==> src/rtl/assert_macros.svh <==
// Assertion macros shared by the RTL
`ifndef ASSERT_MACROS_SVH
`define ASSERT_MACROS_SVH
`ifndef NO_ASSERTIONS
`define ASSERT_ALWAYS(lbl, clk, rstn, cond) \
    lbl: assert property (@(posedge clk) disable iff (!(rstn)) (cond)) \
        else $error("assertion failed");
`define ASSERT_IMPLIES(lbl, clk, rstn, ante, cons) \
    lbl: assert property (@(posedge clk) disable iff (!(rstn)) (ante) |-> (cons)) \
        else $error("assertion failed");
`else
`define ASSERT_ALWAYS(lbl, clk, rstn, cond)
`define ASSERT_IMPLIES(lbl, clk, rstn, ante, cons)
`endif
`endif

==> src/rtl/frm_pkg.sv <==
// Package: types and constants of the frame rate monitor
`timescale 1ns / 1ps
package frm_pkg;
    localparam int MAX_FRAMES_DEF = 64;
    localparam int FIU_W          = 7;
    localparam int WIN_W          = 40;
    localparam int TS_W           = 32;
    localparam int FPS_W          = 24;
    localparam int SCALE_W        = 28;
    localparam int SUM_W          = 41;
    localparam logic [SCALE_W-1:0] FPS_SCALE = 28'd256000000;
    localparam logic [FPS_W-1:0]   FPS_SAT   = 24'hFFFFFF;
    localparam logic [FIU_W-1:0]   FIU_RESET = 7'd64;
    localparam logic [WIN_W-1:0]   WIN_RESET = 40'hFF_FFFF_FFFF;

    localparam logic [1:0] CMD_BEGIN = 2'd0;
    localparam logic [1:0] CMD_END   = 2'd1;
    localparam logic [1:0] CMD_RESET = 2'd2;
    localparam logic [1:0] CMD_QUERY = 2'd3;

    localparam logic REG_FIU = 1'b0;
    localparam logic REG_WIN = 1'b1;

    typedef enum logic [2:0] {
        ST_IDLE, ST_WALK, ST_DIV_LOAD, ST_DIV_RUN, ST_FINISH
    } t_state;

    typedef enum logic [1:0] {
        DIV_AVG, DIV_MAX, DIV_MIN
    } t_div_sel;
endpackage

==> src/rtl/frame_rate_monitor.sv <==
// Top level: frame-time ring with fps statistics
//
//  channel  dir  handshake                fields
//  in       in   i_in_valid / o_in_stall   command, timestamp_us
//  out      out  o_out_valid / i_out_stall status, last_frame_us, avg/min/max fps
//  cfg      in   i_cfg_we                  i_cfg_idx, i_cfg_data
//
// Begin, end and reset are answered in the cycle after they are taken. A query of a
// non-empty ring walks the ring through the memory read port, then runs the shared
// radix-2 divider three times, for the average, max and min fps.
// Synchronous active-low reset; the ring itself is not cleared.
// A new beat is taken while the last result waits, unless the result is stalled or the monitor is busy.
`timescale 1ns / 1ps
`include "assert_macros.svh"
module frame_rate_monitor #(
    parameter int MAX_FRAMES = frm_pkg::MAX_FRAMES_DEF
) (
    input  logic                       i_clk,
    input  logic                       i_rst_n,
    input  logic                       i_in_valid,
    output logic                       o_in_stall,
    input  logic [1:0]                 i_command,
    input  logic [frm_pkg::TS_W-1:0]   i_timestamp_us,
    output logic                       o_out_valid,
    input  logic                       i_out_stall,
    output logic                       o_status,
    output logic [frm_pkg::TS_W-1:0]   o_last_frame_us,
    output logic [frm_pkg::FPS_W-1:0]  o_avg_fps,
    output logic [frm_pkg::FPS_W-1:0]  o_min_fps,
    output logic [frm_pkg::FPS_W-1:0]  o_max_fps,
    input  logic                       i_cfg_we,
    input  logic                       i_cfg_idx,
    input  logic [frm_pkg::WIN_W-1:0]  i_cfg_data
);
    localparam int AW    = (MAX_FRAMES > 1) ? $clog2(MAX_FRAMES) : 1;
    localparam int CNT_W = $clog2(MAX_FRAMES + 1);
    localparam int NUM_W = CNT_W + frm_pkg::SCALE_W;
    localparam int RW    = frm_pkg::SUM_W + 1;
    localparam int SW    = $clog2(NUM_W + 1);
    localparam int TW    = frm_pkg::TS_W;
    localparam int FW    = frm_pkg::FPS_W;

    logic [TW-1:0] r_ring [MAX_FRAMES];
    logic [TW-1:0] r_rd_data;
    logic          ring_we;
    logic [AW-1:0] ring_waddr, ring_raddr;
    logic [TW-1:0] ring_wdata;

    frm_pkg::t_state   r_state, n_state;
    frm_pkg::t_div_sel r_sel, n_sel;
    logic [frm_pkg::FIU_W-1:0] r_fiu, n_fiu;
    logic [frm_pkg::WIN_W-1:0] r_win, n_win;
    logic [TW-1:0]    r_last_time, n_last_time, r_gap, n_gap, r_last_dur, n_last_dur;
    logic [AW-1:0]    r_wpos, n_wpos;
    logic             r_full, n_full, r_run, n_run;
    logic [CNT_W-1:0] r_count, n_count, r_issue, n_issue, r_rd_pos, n_rd_pos;
    logic [CNT_W-1:0] r_avg_cnt, n_avg_cnt;
    logic             r_rd_vld, n_rd_vld;
    logic [frm_pkg::SUM_W-1:0] r_sum, n_sum, r_div, n_div;
    logic [TW-1:0]    r_long, n_long, r_short, n_short;
    logic [NUM_W-1:0] r_num, n_num;
    logic [RW-1:0]    r_rem, n_rem;
    logic [SW-1:0]    r_step, n_step;
    logic [FW-1:0]    r_avg, n_avg, r_min, n_min, r_max, n_max;
    logic             r_out_valid, n_out_valid, r_status, n_status;
    logic [TW-1:0]    r_out_last, n_out_last;
    logic [FW-1:0]    r_out_avg, n_out_avg, r_out_min, n_out_min, r_out_max, n_out_max;

    logic             accept;
    logic [CNT_W-1:0] len;
    logic [TW-1:0]    elapsed;
    logic [TW:0]      dur_sum;
    logic [CNT_W-1:0] wpos_inc;
    logic [RW-1:0]    rem_sh;
    logic             q_bit;
    logic [NUM_W-1:0] q_fin;
    logic [FW-1:0]    fps_res;
    logic [frm_pkg::SUM_W-1:0] sum_add;

    always_comb begin
        if (r_fiu == '0) begin
            len = CNT_W'(1);
        end else if (int'(r_fiu) > MAX_FRAMES) begin
            len = CNT_W'(MAX_FRAMES);
        end else begin
            len = CNT_W'(r_fiu);
        end
    end

    assign o_in_stall = (r_state != frm_pkg::ST_IDLE) || (r_out_valid && i_out_stall);
    assign accept     = i_in_valid && !o_in_stall;
    assign elapsed    = (i_timestamp_us > r_last_time) ? i_timestamp_us - r_last_time : '0;
    assign dur_sum    = {1'b0, r_gap} + {1'b0, elapsed};
    assign wpos_inc   = CNT_W'(r_wpos) + CNT_W'(1);
    assign rem_sh     = {r_rem[RW-2:0], r_num[NUM_W-1]};
    assign q_bit      = rem_sh >= {1'b0, r_div};
    assign q_fin      = {r_num[NUM_W-2:0], q_bit};
    assign sum_add    = r_sum + frm_pkg::SUM_W'(r_rd_data);

    always_comb begin
        if (r_div == '0) begin
            fps_res = '0;
        end else if (|q_fin[NUM_W-1:FW]) begin
            fps_res = frm_pkg::FPS_SAT;
        end else begin
            fps_res = q_fin[FW-1:0];
        end
    end

    always_comb begin
        n_state = r_state;      n_sel = r_sel;
        n_fiu = r_fiu;          n_win = r_win;
        n_last_time = r_last_time; n_gap = r_gap; n_last_dur = r_last_dur;
        n_wpos = r_wpos;        n_full = r_full;  n_run = r_run;
        n_count = r_count;      n_issue = r_issue; n_rd_pos = r_rd_pos;
        n_avg_cnt = r_avg_cnt;  n_rd_vld = 1'b0;
        n_sum = r_sum;          n_div = r_div;
        n_long = r_long;        n_short = r_short;
        n_num = r_num;          n_rem = r_rem;    n_step = r_step;
        n_avg = r_avg;          n_min = r_min;    n_max = r_max;
        n_out_valid = r_out_valid && i_out_stall;
        n_status = r_status;    n_out_last = r_out_last;
        n_out_avg = r_out_avg;  n_out_min = r_out_min; n_out_max = r_out_max;
        ring_we = 1'b0;  ring_waddr = r_wpos;  ring_wdata = '0;
        ring_raddr = r_issue[AW-1:0];

        if (i_cfg_we) begin
            if (i_cfg_idx == frm_pkg::REG_FIU) begin
                n_fiu  = i_cfg_data[frm_pkg::FIU_W-1:0];
                n_wpos = '0;
                n_full = 1'b0;
                n_run  = 1'b0;
            end else begin
                n_win = i_cfg_data;
            end
        end

        unique case (r_state)
            frm_pkg::ST_IDLE: begin
                if (accept) begin
                    n_status = 1'b0;
                    n_out_avg = '0; n_out_min = '0; n_out_max = '0;
                    n_out_valid = 1'b1;
                    unique case (i_command)
                        frm_pkg::CMD_BEGIN: begin
                            if (r_run) begin
                                n_status = 1'b1;
                            end else begin
                                n_gap = elapsed;
                                n_last_time = i_timestamp_us;
                                n_run = 1'b1;
                            end
                        end
                        frm_pkg::CMD_END: begin
                            if (!r_run) begin
                                n_status = 1'b1;
                            end else begin
                                ring_we = 1'b1;
                                ring_wdata = dur_sum[TW] ? '1 : dur_sum[TW-1:0];
                                n_last_dur = ring_wdata;
                                if (wpos_inc >= len) begin
                                    n_wpos = '0;
                                    n_full = 1'b1;
                                end else begin
                                    n_wpos = wpos_inc[AW-1:0];
                                end
                                n_last_time = i_timestamp_us;
                                n_run = 1'b0;
                            end
                        end
                        frm_pkg::CMD_RESET: begin
                            n_last_time = i_timestamp_us;
                            n_wpos = '0;
                            n_full = 1'b0;
                            n_run  = 1'b0;
                        end
                        frm_pkg::CMD_QUERY: begin
                            n_count = r_full ? len : CNT_W'(r_wpos);
                            if (n_count != '0) begin
                                n_out_valid = r_out_valid && i_out_stall;
                                n_avg_cnt = n_count;
                                n_issue = '0;
                                n_sum = '0; n_long = '0; n_short = '0;
                                n_state = frm_pkg::ST_WALK;
                            end
                        end
                        default: ;
                    endcase
                    n_out_last = (n_wpos != '0 || n_full) ? n_last_dur : '0;
                end
            end
            frm_pkg::ST_WALK: begin
                if (r_issue < r_count) begin
                    n_issue  = r_issue + CNT_W'(1);
                    n_rd_pos = r_issue + CNT_W'(1);
                    n_rd_vld = 1'b1;
                end else if (!r_rd_vld) begin
                    n_sel   = frm_pkg::DIV_AVG;
                    n_state = frm_pkg::ST_DIV_LOAD;
                end
                if (r_rd_vld) begin
                    if (r_sum < {1'b0, r_win}) begin
                        n_sum = sum_add;
                        if (sum_add >= {1'b0, r_win}) n_avg_cnt = r_rd_pos;
                    end
                    if (r_rd_data > r_long) n_long = r_rd_data;
                    if (r_rd_pos == CNT_W'(1) || r_rd_data < r_short) n_short = r_rd_data;
                end
            end
            frm_pkg::ST_DIV_LOAD: begin
                n_rem  = '0;
                n_step = '0;
                unique case (r_sel)
                    frm_pkg::DIV_AVG: begin
                        n_num = NUM_W'(r_avg_cnt) * NUM_W'(frm_pkg::FPS_SCALE);
                        n_div = r_sum;
                    end
                    frm_pkg::DIV_MAX: begin
                        n_num = NUM_W'(frm_pkg::FPS_SCALE);
                        n_div = frm_pkg::SUM_W'(r_short);
                    end
                    default: begin
                        n_num = NUM_W'(frm_pkg::FPS_SCALE);
                        n_div = frm_pkg::SUM_W'(r_long);
                    end
                endcase
                n_state = frm_pkg::ST_DIV_RUN;
            end
            frm_pkg::ST_DIV_RUN: begin
                n_rem  = q_bit ? rem_sh - {1'b0, r_div} : rem_sh;
                n_num  = q_fin;
                n_step = r_step + SW'(1);
                if (r_step == SW'(NUM_W - 1)) begin
                    unique case (r_sel)
                        frm_pkg::DIV_AVG: begin
                            n_avg = fps_res;
                            n_sel = frm_pkg::DIV_MAX;
                            n_state = frm_pkg::ST_DIV_LOAD;
                        end
                        frm_pkg::DIV_MAX: begin
                            n_max = fps_res;
                            n_sel = frm_pkg::DIV_MIN;
                            n_state = frm_pkg::ST_DIV_LOAD;
                        end
                        default: begin
                            n_min = fps_res;
                            n_state = frm_pkg::ST_FINISH;
                        end
                    endcase
                end
            end
            frm_pkg::ST_FINISH: begin
                n_out_valid = 1'b1;
                n_out_avg = r_avg;
                n_out_min = r_min;
                n_out_max = r_max;
                n_state = frm_pkg::ST_IDLE;
            end
            default: n_state = frm_pkg::ST_IDLE;
        endcase
    end

    always_ff @(posedge i_clk) begin
        if (ring_we) begin
            r_ring[ring_waddr] <= ring_wdata;
        end
        r_rd_data <= r_ring[ring_raddr];
    end

    always_ff @(posedge i_clk) begin
        if (!i_rst_n) begin
            r_state <= frm_pkg::ST_IDLE;
            r_sel <= frm_pkg::DIV_AVG;
            r_fiu <= frm_pkg::FIU_RESET;
            r_win <= frm_pkg::WIN_RESET;
            r_last_time <= '0;
            r_gap <= '0;
            r_last_dur <= '0;
            r_wpos <= '0;
            r_full <= 1'b0;
            r_run <= 1'b0;
            r_rd_vld <= 1'b0;
            r_out_valid <= 1'b0;
        end else begin
            r_state <= n_state;
            r_sel <= n_sel;
            r_fiu <= n_fiu;
            r_win <= n_win;
            r_last_time <= n_last_time;
            r_gap <= n_gap;
            r_last_dur <= n_last_dur;
            r_wpos <= n_wpos;
            r_full <= n_full;
            r_run <= n_run;
            r_rd_vld <= n_rd_vld;
            r_out_valid <= n_out_valid;
        end
    end

    always_ff @(posedge i_clk) begin
        r_count <= n_count;   r_issue <= n_issue;  r_rd_pos <= n_rd_pos;
        r_avg_cnt <= n_avg_cnt;
        r_sum <= n_sum;       r_div <= n_div;
        r_long <= n_long;     r_short <= n_short;
        r_num <= n_num;       r_rem <= n_rem;      r_step <= n_step;
        r_avg <= n_avg;       r_min <= n_min;      r_max <= n_max;
        r_status <= n_status; r_out_last <= n_out_last;
        r_out_avg <= n_out_avg; r_out_min <= n_out_min; r_out_max <= n_out_max;
    end

    assign o_out_valid     = r_out_valid;
    assign o_status        = r_status;
    assign o_last_frame_us = r_out_last;
    assign o_avg_fps       = r_out_avg;
    assign o_min_fps       = r_out_min;
    assign o_max_fps       = r_out_max;

    `ASSERT_ALWAYS(a_wpos_in_ring, i_clk, i_rst_n, CNT_W'(r_wpos) < len)
    `ASSERT_IMPLIES(a_busy_no_out, i_clk, i_rst_n, r_state != frm_pkg::ST_IDLE, !r_out_valid)
    `ASSERT_IMPLIES(a_rd_in_walk, i_clk, i_rst_n, r_rd_vld, r_state == frm_pkg::ST_WALK)
endmodule
==> config.mk <==
export PLATFORM = sky130hd
export DESIGN_NAME = frame_rate_monitor
export DESIGN_NICKNAME = d
export VERILOG_FILES = /design/src/rtl/frm_pkg.sv /design/src/rtl/frame_rate_monitor.sv
export VERILOG_INCLUDE_DIRS = /design/src /design/src/rtl
export SDC_FILE = /design/constraint.sdc
export NUM_CORES = 2
export LEC_CHECK = 0
export BUFFER_PORTS_ARGS = -buffer_cell sky130_fd_sc_hd__buf_2
export CAP_MARGIN = 5
export CELL_PAD_IN_SITES_DETAIL_PLACEMENT = 0
export CELL_PAD_IN_SITES_GLOBAL_PLACEMENT = 1
export CORE_MARGIN = 3
export CORE_UTILIZATION = 30
export CTS_CLUSTER_SIZE = 14
export DETAILED_ROUTE_END_ITERATION = 10
export GPL_TIMING_DRIVEN = 0
export PLACE_DENSITY = 0.46
export SYNTH_ARGS = -nofsm -noshare
export SYNTH_HDL_FRONTEND = slang
export SYNTH_SLANG_ARGS = --single-unit
==> constraint.sdc <==
create_clock -name i_clk -period 7.5 [get_ports i_clk]
set_input_delay 0.375 -clock i_clk [delete_from_list [all_inputs] [get_ports i_clk]]
set_output_delay 0.375 -clock i_clk [all_outputs]
set_load 0.05 [all_outputs]
==> flow_summary_export.csv <==
group,metric,value,unit
worst_hold_path,holdPathEnd,"r_wpos[0]",
sta,fin_crit_sh,0.9485,
worst_setup_path,startpoint_type,"flop",
cts,numCtsBuffers,313,
placed_design,dpl.hpwl,269.1,mm
finish,final_cell_mix,"edfxtp_1 (2481), mux4_2 (672), nand2_1 (378), ha_1 (347), clkbuf_16 (320)",
detailed_routing,drc,0,
sta,period_needed,7.114,ns
placed_design,port_buffers,185,
logic_synthesis,syn_inst,6679,
detailed_routing,num_vias,63650,
worst_setup_path,crit_slowest_cell,"nor2_1",
worst_hold_path,hp-start,"i_cfg_idx",
cts,clkSinkCount,2671,
worst_setup_path,r2r-start,"r_last_time[13]",
worst_setup_path,ff2ff_path_depth,25,
detailed_routing,viasPerCell,5.024,
worst_setup_path,path_class,"reg -> reg",
sta,timing.hold.ws,0.1116,ns
floorplan,die_x,623.0,um
cts,cts_tree,"done",
floorplan,dieHeight,623.0,um
sta,slew_headroom,-0.3227,
outcome,status,"finished with violations",
worst_setup_path,worstPathRequired,8.11,ns
sta,max_freq,0.1406,GHz
worst_setup_path,r2r-end,"r_ring[50][16]",
finish,fin_util,0.3598,
logic_synthesis,yosysSeqAreaShare,0.6857,
worst_setup_path,worst-path-stages,25,
floorplan,pin_count,187,
sta,setup_slack,0.3864,ns
logic_synthesis,syn_avg_cell_area,17.10,um2
power,leakagePower,49.71,nW
worst_setup_path,cpMostUsedCell,"a21o_1",
cts,clk_pin_slew,0.06,ns
placed_design,routabilityCongestion,0.8095,
finish,fillers,35690,
global_route,grt_pass1_vias,65740,
detailed_routing,drt_iter0_drc,5105,
floorplan,die-area,388100,um2
detailed_routing,wl_per_cell,29.15,um
floorplan,initial_core_util,0.3027,
global_route,grt_max_degree,65,
power,power-per-cell-area,243.5,nW/um2
sta,fin_skew,0.05490,ns
floorplan,coreArea,377200,um2
worst_hold_path,worstHoldPathType,"in -> reg",
worst_setup_path,cp-end-kind,"flop",
global_route,overflow,0,
worst_setup_path,arrival,7.73,ns
worst_setup_path,worst-path-buf-inv,6,
power,p_total,33.05,mW
sta,setup-tns-final,0,ns
global_route,grt_usage,0.1858,
worst_setup_path,max_stage_delay,0.59,ns
logic_synthesis,ys.flop_type,"edfxtp_1",
job,drv_cap,2,
logic_synthesis,synth_nets,7122,
cts,root_buffer,"clkbuf_16",
worst_hold_path,whs_path_depth,6,
finish,drive_above_1_share,0.2190,
logic_synthesis,synthArstFlopShare,0,
power,peakVddDrop,0.2070,mV
logic_synthesis,netlist_area,114200,um2
global_route,grt_pass1_wl,513.9,mm
sta,setup_viol,0,
placed_design,place_ws,-0.3912,ns
detailed_routing,antenna_left,0,
finish,areaGrowthSynthToFinish,18.85,%
cts,ctsLongestPathBuffers,4,
logic_synthesis,ys_warn_count,0,
cts,clkLatencyLatePin,0.93,ns
placed_design,placedCellCount,11990,
worst_setup_path,critPathMaxFanout,32,
finish,fin_nets,7840,
finish,design_area,135700,um2
finish,final_common_cell,"edfxtp_1",
sta,slew_violations,27,
detailed_routing,totalWireLength,369.3,mm
logic_synthesis,synth_seq_cells,2671,
logic_synthesis,synthDistinctLibCells,84,
detailed_routing,dr.pass1.iters,5,
worst_setup_path,cp_top_family,"compound AO/OA/AOI/OAI gates",
logic_synthesis,synth-edff-count,2481,
sta,final_hold_viol_count,0,
cts,cts_max_level,5,
global_route,antenna_found_initial,46,
worst_setup_path,r2r_slack,0.39,ns
placed_design,place_area,124700,um2
outcome,violations,"capacitance limit, slew limit",
sta,worst_pin_slew,1.984,ns
floorplan,fp-row-count,225,
finish,finalNonFillerCells,12670,
-- power by group --
group | switching (mW) | leakage (nW) | internal [mW]
clock | 6.28 | 4.84 | 8.67
combinational | 1.28 | 16.7 | 0.535
sequential | 0.0653 | 28.2 | 16.2
-- layer usage --
layer	wire length, um	GRT usage
met5	13	0
met4	10210	0.04970
met3	15130	0.02144
met2	181400	0.3170
met1	162600	0.2508
-- worst max-delay path by stage --
stage                       startpoint             end  slack, ns
floorplan           i_timestamp_us[13]   r_ring[0][24]       0.82
global placement     i_timestamp_us[2]  r_ring[48][15]      -5.01
detailed placement   i_timestamp_us[2]  r_ring[55][19]      -0.39
CTS                    r_last_time[13]  r_ring[33][14]       0.15
global route            r_last_time[8]  r_ring[58][16]     -0.006
finish                 r_last_time[13]  r_ring[50][16]       0.39
-- logic make-up after synthesis --
| logic type | Yosys count | share of synthesized area |
|---|---|---|
| buffers and inverters | 592 | 0.02059 |
| AOI/OAI and AO/OA | 923 | 0.05259 |
| adders and majority gates | 363 | 0.04082 |
| and+or+nand+nor | 1268 | 0.05255 |
| muxes | 725 | 0.1372 |
| xor gates and xnor gates | 137 | 0.01051 |
| DFF | 2671 | 0.6857 |
-- synth_stat cells, drive strengths merged (48+ instances only) --
cell    count  area share
a211oi     70      0.0047
a21o      101      0.0066
a21oi     271       0.012
and2      137      0.0075
and3       66      0.0036
buf       113      0.0048
clkbuf    195      0.0064
dfxtp     190       0.033
edfxtp   2481        0.65
ha        347       0.038
inv       283      0.0093
mux2i      48      0.0042
mux4      672        0.13
nand2     378       0.012
nand3      70      0.0031
nor2      353       0.012
nor3       58      0.0025
o211ai     57      0.0037
o21a       51      0.0034
o21ai     186      0.0082
xnor2      84      0.0064
xor2       53      0.0041
-- state kept, by name, indices dropped and copies added (netlist names), 24 cells and up --
name and count:
o_min_fps 24, r_long 32, o_last_frame_us 32, r_rd_data 32
r_win 40, r_min 24, r_num 35, r_rem 41
r_ring 2048, r_div 41, r_sum 41, r_max 24
o_avg_fps 24, r_last_time 32, o_max_fps 24, r_short 32
r_avg 24, r_gap 32, r_last_dur 32
-- area by class of cell --
class / count / area, um2 / share of cell area
Clock inverter: 168 / 1584 / 0.01167
Sequential cell: 2671 / 78310 / 0.5770
Antenna cell: 34 / 85.08 / 0.0006269
Multi-Input combinational cell: 3423 / 34460 / 0.2539
Inverter: 284 / 1066 / 0.007855
Timing Repair Buffer: 396 / 4328 / 0.03189
Tap cell: 4994 / 6248 / 0.04604
Clock buffer: 390 / 8341 / 0.06146
Buffer: 308 / 1303 / 0.009597
-- worst min-delay path, stage by stage --
cell and delay, ns:
buf_2 0.09, nor2b_1 0.06, nor3_1 0.14, o21bai_1 0.17, a32oi_1 0.07, nor2_1 0.08
-- timing repair --
item | 4_1_cts | 5_1_grt
pin swaps | 0 | 8
hold endpoints to repair | 81 | 0
hold buffers | 73 | 0
endpoints found under the setup margin | 181 | 938
resized for setup | 3 | 13
buffers inserted | 0 | 6
gates cloned | 0 | 7
Power figures use the tool's default switching activity.
